File: config.mk
export PLATFORM = sky130hd
export DESIGN_NAME = gqi_ctrl
export DESIGN_NICKNAME = d
export VERILOG_FILES = /design/src/design/gqi_pkg.sv /design/src/design/gqi_ctrl.sv
export SDC_FILE = /design/constraint.sdc
export NUM_CORES = 1
export LEC_CHECK = 0
export ABC_AREA = 1
export BUFFER_PORTS_ARGS = -buffer_cell sky130_fd_sc_hd__buf_2
export CAP_MARGIN = 10
export CELL_PAD_IN_SITES_DETAIL_PLACEMENT = 1
export CELL_PAD_IN_SITES_GLOBAL_PLACEMENT = 1
export CORE_AREA = 3 3 40 42
export CTS_BUF_LIST = sky130_fd_sc_hd__clkbuf_4 sky130_fd_sc_hd__clkbuf_8
export CTS_CLUSTER_SIZE = 8
export DETAILED_ROUTE_END_ITERATION = 10
export DIE_AREA = 0 0 43 45
export PLACE_DENSITY_LB_ADDON = 0.05
export SYNTH_ARGS = -nofsm -noshare
export SYNTH_HDL_FRONTEND = slang
export SYNTH_SLANG_ARGS = --single-unit
File: constraint.sdc
create_clock -name clk_i -period 1.4 [get_ports clk_i]
set_clock_uncertainty 0.05 [all_clocks]
set_input_delay 0.14 -clock clk_i [delete_from_list [all_inputs] [get_ports clk_i]]
set_output_delay 0.14 -clock clk_i [all_outputs]
set_load 0.05 [all_outputs]
File: src/design/gqi_pkg.sv
// Shared types and constants for the gyro quaternion integrator.
package gqi_pkg;

  localparam int unsigned RateW = 24;
  localparam int unsigned QuatW = 32;
  localparam int unsigned StepW = 16;
  localparam logic [StepW-1:0] StepReset = 16'd3277;

  // Datapath commands issued by the controller.
  typedef struct packed {
    logic load;      // capture sample, remap, start step
    logic prod;      // at most one quaternion-rate product per cycle
    logic scale;     // rounding and time step multiply per component
    logic norm_prep; // block scale search
    logic sq;        // one square per cycle
    logic sqrt_step; // one root iteration
    logic norm_fix;  // clamp norm
    logic div_step;  // one quotient bit
    logic commit;    // write quaternion, present result
  } gqi_cmd_t;

  typedef struct packed {
    logic done;      // current phase finished
  } gqi_sts_t;

endpackage

File: src/design/gqi_ctrl.sv
// Sequencer for one integration step.
module gqi_ctrl
  import gqi_pkg::*;
(
  input  logic     clk_i,
  input  logic     rst_ni,
  input  logic     in_valid_i,
  output logic     in_stall_o,
  output logic     out_valid_o,
  input  logic     out_stall_i,
  input  gqi_sts_t sts_i,
  output gqi_cmd_t cmd_o
);

  typedef enum logic [3:0] {
    S_IDLE, S_PROD, S_SCALE, S_PREP, S_SQ, S_SQRT, S_FIX, S_DIV, S_COMMIT
  } state_e;

  state_e state_q;
  logic   out_valid_q;

  // a new transaction may enter while the old result waits, once idle
  assign in_stall_o  = (state_q != S_IDLE);
  assign out_valid_o = out_valid_q;

  always_comb begin
    cmd_o = '0;
    cmd_o.load      = (state_q == S_IDLE) && in_valid_i;
    cmd_o.prod      = (state_q == S_PROD);
    cmd_o.scale     = (state_q == S_SCALE);
    cmd_o.norm_prep = (state_q == S_PREP);
    cmd_o.sq        = (state_q == S_SQ);
    cmd_o.sqrt_step = (state_q == S_SQRT);
    cmd_o.norm_fix  = (state_q == S_FIX);
    cmd_o.div_step  = (state_q == S_DIV);
    cmd_o.commit    = (state_q == S_COMMIT) && !(out_valid_q && out_stall_i);
  end

  always_ff @(posedge clk_i or negedge rst_ni) begin
    if (!rst_ni) begin
      state_q     <= S_IDLE;
      out_valid_q <= 1'b0;
    end else begin
      // a commit refills the result register in the cycle the old one leaves
      if (cmd_o.commit) begin
        out_valid_q <= 1'b1;
      end else if (out_valid_q && !out_stall_i) begin
        out_valid_q <= 1'b0;
      end
      unique case (state_q)
        S_IDLE:   if (in_valid_i) state_q <= S_PROD;
        S_PROD:   if (sts_i.done) state_q <= S_SCALE;
        S_SCALE:  if (sts_i.done) state_q <= S_PREP;
        S_PREP:   state_q <= S_SQ;
        S_SQ:     if (sts_i.done) state_q <= S_SQRT;
        S_SQRT:   if (sts_i.done) state_q <= S_FIX;
        S_FIX:    state_q <= S_DIV;
        S_DIV:    if (sts_i.done) state_q <= S_COMMIT;
        S_COMMIT: if (cmd_o.commit) state_q <= S_IDLE;
        default:  state_q <= S_IDLE;
      endcase
    end
  end

endmodule

==> metrics.md <==
| Metric | Value |
|---|---|
| Commonest cells post-synth | `16 x nand2_1, 9 x inv_1, 9 x nor2_1` |
| Crit-path cells | `nor2_4, nand2_2, nor2_4, buf_6` |
| Mean Syn Cell Area | `6.36 sq um` |
| DRC Markers | `0` |
| Router iterations before antenna repair | `4` |
| Fin. Hold Viols | `0` |
| H-tree depth | `1` |
| Clock Sinks | `5` |
| IO Count | `16` |
| Actual slew at the worst max-slew pin | `247 ps` |
| Final net count | `90` |
| Power Dens Cells | `2820 nW/um^2` |
| Layout cell share with drive strength beyond 1 | `61.9%` |
| Die W | `43 um` |
| Post-synth EDFFs | `0` |
| Initial antenna violation count | `0` |
| Syn-to-layout area delta | `85.3%` |
| Core Region | `around 1300 sq um` |
| Crit path DAT | `between 1000 and 1500 ps` |
| Crit Reg-Reg Startpoint | `state_q[2]` |
| Finished Cell Area | `about 700 sq um` |
| Final ANT Viol Nets | `0` |
| Post-DP HPWL | `853 um` |
| GP Congestion | `between 0.6 and 0.7` |
| Crit path kind | `register to output pin` |
| Synth top area share | `33.3%` |
| CTS tree | `yes` |
| Lkg Pwr | `between 0.3 and 0.4 nW` |
| First-pass GRT wire length | `2.04 mm` |
| Post-synth top flop | `dfrtp_1` |
| Cell taking the most area after synthesis | `dfrtp_1` |
| Crit. Startpoint | `state_q[0]` |
| Area occupied by multi-input gates | `274 sq um` |
| Unrepaired setup endpoints after global routing | `yes` |
| Max-slew violation count | `0` |
| Slew margin rel. | `83.7%` |
| Max VDD drop | `1150 uV` |
| Clk_lat worst skew | `~250 ps` |
| Routed wire length | `1.15 mm` |
| Synth warn | `0` |
| Cell Rows | `13` |
| Ant diodes | `0` |
| Critical Path Max Stage Delay | `450 ps` |
| Post-synthesis sequential area ratio | `33.3%` |
| Gate count after technology mapping | `59` |
| Syn nets | `64` |
| Flops & latches, synth | `5` |
| Via count | `456` |
| Failing checks | `negative setup slack` |
| Minimum clock period | `1440 ps` |
| Mapped cell area | `about 380 sq um` |
| Most used standard cell by instance count after synthesis | `nand2_1` |
| Max clock buf depth | `2` |
| Initial DRC Count | `3` |
| Critical path endpoint category | `output pin` |
| HP Class | `input port to register` |
| Design Power | `1.96 mW` |
| Achievable Freq | `0.694 GHz` |
| Top post-synthesis cells by area | `dfrtp_1 33%, nand2_1 16%, nand3_1 9.3%, inv_1 9.0%, nor2_1 9.0%` |
| DP Area | `roughly 500 sq um` |
| Worst Path Required | `~1200 ps` |
| Worst-path clk slew | `50 ps` |
| Startpoint types | `register` |
| Die height | `45 um` |
| GRT Residual Overflow | `0` |
| Worst hold start | `out_stall_i` |
| Top fanout value on the critical path | `5` |
| Synth cell types | `13` |
| Avg Vias per Cell | `4.61` |
| Largest net degree at the start of global routing | `8` |
| Max-cap violations | `0` |
| Worst path most repeated cell | `nor2_4` |
| Filler instances | `172` |
| # setup viols final | `6` |
| Asr flop ratio synth | `100%` |
| Final worst slack | `-40.2 ps` |
| Period utilization | `103%` |
| Initial core utilization | `between 20% and 30%` |
| Vias in the first global route | `500` |
| Buffer type at the clock tree root | `clkbuf_4` |
| Full die area | `1940 sq um` |
| Status | `finished with violations` |
| Critical-path top delay cell | `dfrtp_2` |
| Inserted Clock Buffers | `3` |
| Seq. cell area | `130 sq um` |
| PortBufs | `15` |
| Total track usage | `14.8%` |
| DR WL/cell | `11.6 um` |
per-stage QoR:
stage | cells | hold slack [ps] | util (%) | worst slack [ps] | setup TNS [ps]
floorplan | 59 | -206 | - | -196 | -430
global placement | 89 | -86.5 | 38.6 | 40.7 | 0
detailed placement | 89 | -90.3 | 38.6 | -3.70 | -3.70
CTS | 99 | 68.2 | 51.9 | -42.8 | -179
global route | 99 | 101 | 54.1 | -110 | -823
finish | 99 | 68.9 | 54.1 | -40.2 | -104
final cells by class:
cell class                 count  share of cell area, %
inverter                      11                   6.65
multi-input combinational     42                   39.4
sequential                     5                   18.7
timing repair buffer          22                   28.2
tap                           15                   2.70
clock buffer                   4                   4.32
registers in the layout, indices dropped and copies added, names as in the netlist:
name and count:
state_q 4, out_valid_o 1
layer usage:
layer,routed length [um],up-vias,track usage (%)
met3,66,2,7.17
met1,444,211,14.4
met2,626,15,28.1
met4,10,0,3.61
li1,-,228,-
met5,0,-,0
kinds of logic (layout without fill, tap and decap cells):
| kind of cell | count (synthesis) | after routing | share of synthesized area (%) |
|---|---|---|---|
| and+or+nand+nor | 41 | 41 | 51.0 |
| DFF | 5 | 5 | 33.3 |
| buffers and inverters | 12 | 37 | 14.0 |
| AOI/OAI and AO/OA | 1 | 1 | 1.67 |
what timing repair did:
| action | CTS | global route |
|---|---|---|
| gates resized for setup | 33 | 8 |
| cloned | 0 | 0 |
| hold endpoints to repair | 5 | 0 |
| setup buffers | 5 | 0 |
| pin swaps | 2 | 2 |
| hold buffers | 1 | 0 |
| endpoints found under the setup margin | 10 | 14 |
placed cells by master, fill, tap and decap left out, types with 2 or more instances in the layout:
cell type	netlist	layout
buf_2	0	5
buf_4	0	6
buf_6	1	9
clkbuf_4	0	4
dfrtp_2	0	4
inv_1	9	7
inv_2	2	2
inv_4	0	2
nand2_1	16	14
nand2_2	2	3
nand2_4	1	2
nand3_1	7	5
nand3_2	1	3
nor2_1	9	3
nor2_2	3	4
nor2_4	0	5
critical path: cells and delay by family (launching register included):
| kind | cells | cell delay (ps) |
|---|---|---|
| flops | 1 | 450 |
| simple gates | 3 | 380 |
| buf+inv | 1 | 160 |
worst paths after layout:
check,end,slack [ps],cells after the start
worst max-delay path,cmd_o[8],-40,4
worst min-delay path,out_valid_o,70,3
worst max register to register,state_q[2],90,7
worst min register to register,out_valid_o,450,2
max in group asynchronous,state_q[3],960,2
min in group asynchronous,state_q[0],200,2
power breakdown:
part	internal (mW)	total, mW	switching, mW
registers	0.212	0.322	0.110
clock network	0.127	0.190	0.0626
logic	0.534	1.45	0.917
Note: power is estimated with default switching activity, not from simulation.
